File: config.mk
export PLATFORM = sky130hd
export DESIGN_NAME = k_way_merge_heap
export DESIGN_NICKNAME = d
export VERILOG_FILES = /design/src/sv/kwm_pkg.sv /design/src/sv/k_way_merge_heap.sv
export SDC_FILE = /design/constraint.sdc
export NUM_CORES = 1
export LEC_CHECK = 0
export ABC_AREA = 1
export ABC_CLOCK_PERIOD_IN_PS = 3400
export BUFFER_PORTS_ARGS = -buffer_cell sky130_fd_sc_hd__buf_2
export CAP_MARGIN = 40
export CORE_UTILIZATION = 55
export DETAILED_ROUTE_END_ITERATION = 6
export PLACE_DENSITY_LB_ADDON = 0.15
export SLEW_MARGIN = 20
export SYNTH_ARGS = -nofsm -noshare
export SYNTH_HDL_FRONTEND = slang
export SYNTH_SLANG_ARGS = --single-unit
File: constraint.sdc
create_clock -name clk -period 3.4 [get_ports clk]
set_clock_uncertainty 0.1 [all_clocks]
set_input_delay 0.34 -clock clk [delete_from_list [all_inputs] [get_ports clk]]
set_output_delay 0.34 -clock clk [all_outputs]
set_load 0.02 [all_outputs]
File: src/sv/kwm_pkg.sv
// ----------------------------------------------------------------------------
// kwm_pkg
// Shared types and constants for the k-way merge block.
// ----------------------------------------------------------------------------
package kwm_pkg;

  localparam int NUM_SOURCES_DEF = 16;
  localparam int VALUE_BITS_DEF  = 32;
  localparam int SRC_BITS        = 4;
  localparam int IN_VALUE_BITS   = 32;
  localparam int OUT_VALUE_BITS  = 32;

  typedef enum logic [1:0] {
    KIND_LOAD    = 2'd0,
    KIND_START   = 2'd1,
    KIND_ADVANCE = 2'd2,
    KIND_NONE    = 2'd3
  } kind_t;

  typedef enum logic [1:0] {
    ST_IDLE,
    ST_SCAN,
    ST_FIN
  } state_t;

endpackage

File: src/sv/k_way_merge_heap.sv
// ----------------------------------------------------------------------------
// k_way_merge_heap
// Merges ascending source streams through a pending-entry store in one RAM.
//
// Command channel: an item (kind, present, value, source) is taken on a
// rising edge with start high and busy low. A load item writes one pending
// entry and the block stays idle. A start or advance item (advance first
// writes the next value of the last emitted source) scans the live entries
// through the RAM read port, one entry per cycle, keeping the running
// minimum; ties go to the lower source number. The winner's slot is then
// refilled with the last live entry so the store stays packed.
// An empty store gives a done result in the cycle after acceptance. One
// transaction is worked on at a time; busy is high in the scan and finish
// states.
// Results: strobe is high for exactly one cycle with out_value, out_source
// and done_res; the receiver cannot hold them off.
// Reset (rst, synchronous): empties the store and sets the last source to 0.
// RAM contents are not cleared; only entries below the live count are read.
// ----------------------------------------------------------------------------
module k_way_merge_heap
  import kwm_pkg::*;
#(
  parameter int NUM_SOURCES = NUM_SOURCES_DEF,
  parameter int VALUE_BITS  = VALUE_BITS_DEF
) (
  input  logic                             clk,
  input  logic                             rst,
  input  logic                             start,
  output logic                             busy,
  input  logic [1:0]                       kind,
  input  logic                             present,
  input  logic signed [IN_VALUE_BITS-1:0]  value,
  input  logic [SRC_BITS-1:0]              source,
  output logic                             strobe,
  output logic signed [OUT_VALUE_BITS-1:0] out_value,
  output logic [SRC_BITS-1:0]              out_source,
  output logic                             done_res
);

  localparam int AW = (NUM_SOURCES > 1) ? $clog2(NUM_SOURCES) : 1;
  localparam int CW = $clog2(NUM_SOURCES + 1);
  localparam int EW = VALUE_BITS + SRC_BITS;

  // entry layout: {source, value}
  logic [EW-1:0] mem [NUM_SOURCES];
  logic [EW-1:0] rdata;

  state_t state, state_next;

  logic [CW-1:0]         count;
  logic [SRC_BITS-1:0]   last_source;
  logic [CW-1:0]         ridx;
  logic [AW-1:0]         pidx;
  logic                  pvalid;
  logic [VALUE_BITS-1:0] best_val;
  logic [SRC_BITS-1:0]   best_src;
  logic [AW-1:0]         best_idx;
  logic [EW-1:0]         tail;

  kind_t                 kind_in;
  logic                  acc;
  logic                  do_ins;
  logic                  do_pop;
  logic [CW-1:0]         cnt_eff;
  logic [63:0]           v64;
  logic [VALUE_BITS-1:0] v_fit;
  logic [SRC_BITS-1:0]   ins_src;
  logic                  rd_en;
  logic                  wr_en;
  logic [AW-1:0]         wr_addr;
  logic [EW-1:0]         wr_data;
  logic [AW-1:0]         last_idx;
  logic                  last_hit;
  logic [VALUE_BITS-1:0] cand_val;
  logic [SRC_BITS-1:0]   cand_src;
  logic                  cand_take;
  logic [63:0]           ov64;

  assign busy    = (state != ST_IDLE);
  assign acc     = start && !busy;
  assign kind_in = kind_t'(kind);

  // sign-extend the port value, then fit it to the stored width
  assign v64     = 64'(value);
  assign v_fit   = v64[VALUE_BITS-1:0];
  assign ins_src = (kind_in == KIND_LOAD) ? source : last_source;

  assign do_ins  = acc && present && (kind_in == KIND_LOAD || kind_in == KIND_ADVANCE)
                   && (count < CW'(NUM_SOURCES));
  assign do_pop  = acc && (kind_in == KIND_START || kind_in == KIND_ADVANCE);
  assign cnt_eff = count + CW'(do_ins);

  assign last_idx = AW'(count - CW'(1));
  assign last_hit = pvalid && (pidx == last_idx);
  assign rd_en    = (state == ST_SCAN) && (ridx < count);

  assign cand_val  = rdata[VALUE_BITS-1:0];
  assign cand_src  = rdata[EW-1:VALUE_BITS];
  assign cand_take = (pidx == '0)
                     || ($signed(cand_val) < $signed(best_val))
                     || ((cand_val == best_val) && (cand_src < best_src));

  assign ov64 = 64'(best_val);

  // one write port: insert while idle, slot refill at the end of a pop
  always_comb begin
    wr_en   = 1'b0;
    wr_addr = count[AW-1:0];
    wr_data = {ins_src, v_fit};
    if (state == ST_IDLE) begin
      wr_en = do_ins;
    end else if (state == ST_FIN) begin
      wr_en   = (best_idx != last_idx);
      wr_addr = best_idx;
      wr_data = tail;
    end
  end

  always_ff @(posedge clk) begin
    if (wr_en) begin
      mem[wr_addr] <= wr_data;
    end
    if (rd_en) begin
      rdata <= mem[ridx[AW-1:0]];
    end
  end

  always_comb begin
    state_next = state;
    case (state)
      ST_IDLE: begin
        if (do_pop && cnt_eff != '0) begin
          state_next = ST_SCAN;
        end
      end
      ST_SCAN: begin
        if (last_hit) begin
          state_next = ST_FIN;
        end
      end
      ST_FIN:  state_next = ST_IDLE;
      default: state_next = ST_IDLE;
    endcase
  end

  always_ff @(posedge clk) begin
    if (rst) begin
      state <= ST_IDLE;
    end else begin
      state <= state_next;
    end
  end

  // control registers
  always_ff @(posedge clk) begin
    if (rst) begin
      count       <= '0;
      last_source <= '0;
      pvalid      <= 1'b0;
      strobe      <= 1'b0;
      ridx        <= '0;
    end else begin
      case (state)
        ST_IDLE: begin
          count  <= cnt_eff;
          ridx   <= '0;
          pvalid <= 1'b0;
          strobe <= do_pop && (cnt_eff == '0);
        end
        ST_SCAN: begin
          pvalid <= rd_en;
          strobe <= 1'b0;
          if (rd_en) begin
            ridx <= ridx + CW'(1);
          end
        end
        ST_FIN: begin
          count       <= count - CW'(1);
          last_source <= best_src;
          strobe      <= 1'b1;
          pvalid      <= 1'b0;
        end
        default: begin
          pvalid <= 1'b0;
          strobe <= 1'b0;
        end
      endcase
    end
  end

  // scan datapath and result registers
  always_ff @(posedge clk) begin
    if (state == ST_SCAN) begin
      if (rd_en) begin
        pidx <= ridx[AW-1:0];
      end
      if (pvalid) begin
        if (cand_take) begin
          best_val <= cand_val;
          best_src <= cand_src;
          best_idx <= pidx;
        end
        if (last_hit) begin
          tail <= rdata;
        end
      end
    end
    if (state == ST_IDLE && do_pop && cnt_eff == '0) begin
      out_value  <= '0;
      out_source <= '0;
      done_res   <= 1'b1;
    end else if (state == ST_FIN) begin
      out_value  <= ov64[OUT_VALUE_BITS-1:0];
      out_source <= best_src;
      done_res   <= 1'b0;
    end
  end

endmodule

==> impl_metrics.env, run 1 <==
export IMPL_antenna_found_initial=2
export IMPL_synth_adder_area_share=0.0190
export IMPL_ir_drop_mv=0.415
export IMPL_avgRoutedWirePerCell_um=23.7
export IMPL_cts_buffers_inserted=76
export IMPL_detailed_place_hpwl_mm=41.3
export IMPL_worstPathRequired_ns=3.60
export IMPL_gr_usage_all_layers=0.277
export IMPL_yosys_warnings=0
export IMPL_fp_coreArea_mm2=0.0529
export IMPL_synth_cell_area_mm2=0.0296
export IMPL_drcViolationCount=10
export IMPL_grt_pass1_wl_mm=111
export IMPL_endpoint_kind="register"
export IMPL_slew_headroom=0.493
export IMPL_maxCapViolations=0
export IMPL_synth_top_family_by_area="compound AO/OA/AOI/OAI gates"
export IMPL_post_place_cells=3001
export IMPL_viasPerCell=6.01
export IMPL_period_share=0.854
export IMPL_cts_setup_buffers=0
export IMPL_port_buffers=80
export IMPL_grt_max_degree=147
export IMPL_cts_root_buf="clkbuf_16"
export IMPL_leakagePower_nw=12.0
export IMPL_io_pins=81
export IMPL_synth_compound_area_frac=0.116
export IMPL_start_util=0.560
export IMPL_vias=18900
export IMPL_worst_ep_arrival_time_ns=3.10
export IMPL_first_pass_iters=7
export IMPL_path_class="register to register"
export IMPL_synthCells=2307
export IMPL_holdCritPathClass="input pin to register"
export IMPL_cts_tree="done"
export IMPL_rows=84
export IMPL_synth_simple_area_share=0.0892
export IMPL_final_util=0.638
export IMPL_drv_slew=0
export IMPL_clk_path_buf_depth=3
export IMPL_status="complete, but fails checks"
export IMPL_ys_seq_area_frac=0.739
export IMPL_tns_ns=0
export IMPL_synth_top_cell_area_share=0.701
export IMPL_h_tree_depth=3
export IMPL_clkTransAtPathRegs_ns=0.06
export IMPL_start_kind="register"
export IMPL_die_w_um=234
export IMPL_cp_max_fo=17
export IMPL_violations="design-rule violations"
export IMPL_fin_nets=2479
export IMPL_drive_gt1_frac=0.119
export IMPL_drt_iter0_drc=2075
export IMPL_syn_nets=2394
export IMPL_hold_viol=0
export IMPL_final_cells=3142
export IMPL_syn_area_per_cell_um2=12.8
export IMPL_placed_area_mm2=0.0313
export IMPL_clk_latency_ns=0.61
export IMPL_yosysTopAreaCell="edfxtp_1"
export IMPL_ant_nets=0
export IMPL_yosysUniqueCellTypes=34
export IMPL_cts_num_sinks=747
export IMPL_max_freq_mhz=344
export IMPL_powerDensity_mw_per_mm2=566
export IMPL_cts_resized=0
export IMPL_synthXorXnorAreaFrac=0.00380
export IMPL_place_ws_ns=0.399
export IMPL_area_growth_pct=13.8
export IMPL_whs_ns=0.0612
export IMPL_dieArea_mm2=0.0548
export IMPL_totalWireLength_mm=74.4
export IMPL_worst_slack_ns=0.496
export IMPL_synthMuxAreaShare=0
export IMPL_rsz0062_at_grt="no"
export IMPL_die_h_um=234
export IMPL_worst_pin_slew_ns=0.761
export IMPL_gp_congestion=0.827
export IMPL_diodes=0
export IMPL_synth_seq_cells=747
export IMPL_setup_violations=0
export IMPL_final_area_mm2=0.0337
export IMPL_overflow=0
export IMPL_power_mw=19.1
export IMPL_first_global_vias=18100
export IMPL_netlist_top_cells_area="edfxtp_1 70%, o21ai_0 5.6%, nor2_1 4.3%, dfxtp_1 3.7%, nand2_1 3.5%"
export IMPL_fin_crit_ns=2.90
## Yosys cell counts, drive strengths merged
cell type / count
ha: 45
xor2: 9
o221ai: 105
edfxtp: 692
nor4: 2
a21boi: 1
xnor2: 3
nor3: 7
nor2: 339
a21oi: 34
dfxtp: 55
o31ai: 1
a21o: 2
nand4: 5
o22ai: 42
buf: 33
o21bai: 3
o211ai: 43
nand2: 279
nand3: 44
a22o: 1
o21a: 2
inv: 119
clkinv: 1
nand3b: 1
o21ai: 333
clkbuf: 106
## layout by cell type, fill, tap and decap left out, types with 2 or more instances in the layout
cell type   count
edfxtp_1      692
o21ai_0       333
nor2_1        321
nand2_1       275
inv_1         110
o221ai_1      105
buf_2          80
clkbuf_16      79
dfxtp_1        51
ha_1           45
o211ai_1       43
nand3_1        43
buf_4          43
o22ai_1        42
a21oi_1        34
buf_12         22
clkinv_1       18
nor2_4         18
clkinv_2       17
clkbuf_1       15
xor2_1          8
nor3_1          7
bufinv_16       7
inv_2           5
nand4_1         5
nand2_2         4
inv_6           3
xnor2_1         3
dfxtp_4         3
nor4_1          2
a21o_1          2
o21a_1          2
o21bai_1        2
clkinv_8        2
clkinvlp_4      2
## path summary, 6_finish.rpt
kind	startpoint	endpoint	slack, ns	cells after the start
worst max register to register	count[0]$_SDFFE_PP0P_	mem[0][14]$_DFFE_PP_	0.50	10
worst min register to register	done_res$_SDFFE_PP1P_	done_res$_SDFFE_PP1P_	0.35	2
worst max-delay path	count[0]$_SDFFE_PP0P_	mem[0][14]$_DFFE_PP_	0.50	10
worst min-delay path	start	state[0]$_SDFFE_PP0P_	0.06	5
## metal layers
layer / global-route usage / wire [um] / vias to the layer above
met5: 0 / 0 / -
met4: 0.0846 / 1890 / 0
met3: 0.0556 / 6950 / 128
met2: 0.424 / 34200 / 878
met1: 0.403 / 31300 / 9257
li1: - / - / 8618
## power by group
part	internal (mW)	leakage, nW	total, mW	switching (mW)
Clock	4.79	1.21	8.26	3.46
Combinational	0.202	4.10	0.702	0.500
Sequential	10.1	6.68	10.1	0.0475
Total	15.1	12.0	19.1	4.01
## worst max-delay path, cell delays in order (launching register included)
cell      delay (ns)
dfxtp_1         0.44
inv_1           0.13
ha_1            0.24
xor2_1          0.32
xnor2_1         0.13
nand4_1         0.08
nor2_1          0.06
o21bai_4        0.21
nand2_2         0.19
nor2_4          0.42
buf_12          0.25
## logic make-up (layout without fill, tap and decap cells)
kind of cell,after synthesis,after routing
xor gates and xnor gates,12,12
adders and majority gates,45,45
AOI/OAI and AO/OA,567,567
buffers and inverters,259,406
DFF,747,747
and+or+nand+nor,677,677
## repair_timing
action | CTS | global route
setup endpoints to repair | 0 | 0
hold buffers | 1 | 0
endpoints found under the hold margin | 9 | 0
## flip-flops by register name, indices dropped and copies added (netlist names), 2 cells and up
register,flops
mem,576
rdata,36
tail,36
best_val,32
out_value,32
count,5
ridx,5
best_idx,4
best_src,4
last_source,4
out_source,4
pidx,4
state,2
## layout make-up
class                   instances  area [um2]
fillers                      3879       19100
clock buffers                  94        2030
inverters                     120         459
repair buffers                146        1170
flip-flops and latches        747       21900
well taps                     688         861
clock inverters                46         424
multi-input cells            1301        6880
No activity file was read; power rests on OpenSTA's default activity.
==> run 2: changes to the inputs <==
--- a/config.mk
+++ b/config.mk
@@ -9,6 +9,7 @@
 export ABC_CLOCK_PERIOD_IN_PS = 3400
 export BUFFER_PORTS_ARGS = -buffer_cell sky130_fd_sc_hd__buf_2
 export CAP_MARGIN = 40
+export CORE_ASPECT_RATIO = 1.4
 export CORE_UTILIZATION = 55
 export DETAILED_ROUTE_END_ITERATION = 6
 export PLACE_DENSITY_LB_ADDON = 0.15
==> run 2 against run 1 <==
  * The run now ends clean
  * Die area barely moved
  * Via count fell by 0.15%
  * Flip-flop and latch count did not move
  * Combinational power barely moved
  * Clock power fell by 10%
  * Utilization fell by 1.2 points
  * Setup slack got worse by 0.19 ns
  * Highest routed layer is now met5
==> impl_metrics.env, run 2 (synthesis results as in run 1) <==
export IMPL_drcViolationCount=0
export IMPL_cp_max_fo=28
export IMPL_grt_pass1_wl_mm=111
export IMPL_first_pass_iters=5
export IMPL_path_cells="ha_1 > nand2_1 > nor3_1 > nand3_1 > inv_1 > nand2_1 > nand2_1 > nand2_1 > nand3_1 > nand2_1 > inv_2 > buf_12"
export IMPL_setup_violations=0
export IMPL_avgRoutedWirePerCell_um=23.1
export IMPL_worst_pin_slew_ns=1.16
export IMPL_layout_common_cells="692 x edfxtp_1, 333 x o21ai_0, 321 x nor2_1"
export IMPL_gp_congestion=0.874
export IMPL_worst_ep_arrival_time_ns=3.28
export IMPL_max_freq_mhz=324
export IMPL_fin_crit_ns=3.09
export IMPL_final_cells=3148
export IMPL_clk_latency_ns=0.62
export IMPL_reg_largest_list="mem: 576 flops, rdata: 36 flops, tail: 36 flops"
export IMPL_ant_nets=0
export IMPL_worst_path_max_delay_cell="ha_1"
export IMPL_start_kind="register"
export IMPL_cts_num_sinks=747
export IMPL_viasPerCell=5.99
export IMPL_path_common_cell="nand2_1"
export IMPL_top_register="mem"
export IMPL_die_h_um=277
export IMPL_endpoint_kind="register"
export IMPL_rsz0062_at_grt="no"
export IMPL_gr_usage_all_layers=0.274
export IMPL_path_class="register to register"
export IMPL_clkTransAtPathRegs_ns=0.06
export IMPL_diodes=0
export IMPL_whs_ns=0.0676
export IMPL_final_util=0.626
export IMPL_die_w_um=198
export IMPL_grt_max_degree=241
export IMPL_start_util=0.557
export IMPL_ir_drop_mv=0.337
export IMPL_leakagePower_nw=11.8
export IMPL_period_share=0.909
export IMPL_slew_headroom=0.228
export IMPL_overflow=0
export IMPL_antenna_found_initial=2
export IMPL_totalWireLength_mm=72.6
export IMPL_fp_coreArea_mm2=0.0532
export IMPL_fill_cells=3975
export IMPL_dieArea_mm2=0.0548
export IMPL_hold_viol=0
export IMPL_fin_nets=2468
export IMPL_rows=100
export IMPL_vias=18900
export IMPL_cts_tree="done"
export IMPL_cts_setup_buffers=0
export IMPL_first_global_vias=18800
export IMPL_status="finished clean"
export IMPL_clk_path_buf_depth=3
export IMPL_worstPathRequired_ns=3.59
export IMPL_drt_iter0_drc=1966
export IMPL_crit_path_max_incr_delay_ns=0.48
export IMPL_h_tree_depth=3
export IMPL_drv_slew=0
export IMPL_post_place_cells=3022
export IMPL_cts_buffers_inserted=70
export IMPL_holdCritPathClass="input pin to register"
export IMPL_port_buffers=80
export IMPL_powerDensity_mw_per_mm2=548
export IMPL_area_growth_pct=12.3
export IMPL_tns_ns=0
export IMPL_largest_reg_flops=576
export IMPL_cts_root_buf="clkbuf_16"
export IMPL_detailed_place_hpwl_mm=41.3
export IMPL_final_common_cell="edfxtp_1"
export IMPL_maxCapViolations=0
export IMPL_drive_gt1_frac=0.109
export IMPL_io_pins=81
-- run 2: cell types whose count changed in the layout (fill, tap and decap cells not counted), moves of 2 or more --
cell | previous run | this run
buf_4 | 43 | 48
buf_12 | 22 | 12
clkbuf_1 | 15 | 21
clkbuf_16 | 79 | 73
clkinv_8 | 2 | 0
clkinv_2 | 17 | 10
bufinv_16 | 7 | 3
-- run 2: final timing paths --
check,slack [ns],startpoint,endpoint,cells past startpoint
setup reg to reg,0.31,rdata[31]$_DFFE_PP_,best_val[15]$_DFFE_PP_,12
hold reg to reg,0.35,out_source[2]$_SDFFE_PP0P_,out_source[2]$_SDFFE_PP0P_,2
setup / recovery,0.31,rdata[31]$_DFFE_PP_,best_val[15]$_DFFE_PP_,12
hold / removal,0.07,start,state[0]$_SDFFE_PP0P_,5
-- run 2: layer usage --
layer,track usage,vias up,share of wire
li1,-,8579,-
met1,0.379,9345,0.41
met2,0.438,780,0.48
met3,0.0454,147,0.079
met4,0.104,2,0.029
met5,0,-,0.00012
-- run 2: power by group --
part,switching [mW],internal [mW],leakage (nW),total (mW)
Sequential,0.0389,10.1,6.68,10.1
Combinational,0.505,0.195,4.04,0.701
Clock,3.25,4.16,1.03,7.41
-- run 2: critical path, delay by kind of cell, from the launching register on --
family                   cells  cell delay, ns
AND/OR/NAND/NOR              8            1.16
buffers and inverters        3            0.63
adder cells (fa/ha/maj)      1            0.48
flip-flops                   1            0.41
-- run 2: repair_timing --
item                                   in CTS  in global routing
gates resized for setup                     0                  0
endpoints found under the hold margin       9                  0
setup endpoints to repair                   0                  0
hold buffers                                1                  0
-- run 2: metrics by stage --
stage | instance area, um2 | setup WS, ns | total power, mW
2_1_floorplan | 29600 | -0.110 | 10.8
5_1_grt | 33300 | 0.0932 | 18.7
4_1_cts | 33300 | 0.249 | 18.3
3_3_place_gp | 31100 | 0.314 | 11.0
3_5_place_dp | 31100 | 0.266 | 11.0
6_report | 33300 | 0.310 | 18.2
-- run 2: area by class of cell --
class | count | area (um2) | area share
Inverter | 120 | 459 | 0.0138
Clock buffer | 94 | 1910 | 0.0573
Clock inverter | 31 | 220 | 0.00662
Timing Repair Buffer | 141 | 1010 | 0.0304
Tap cell | 714 | 893 | 0.0269
Multi-Input combinational cell | 1301 | 6880 | 0.207
Sequential cell | 747 | 21900 | 0.658
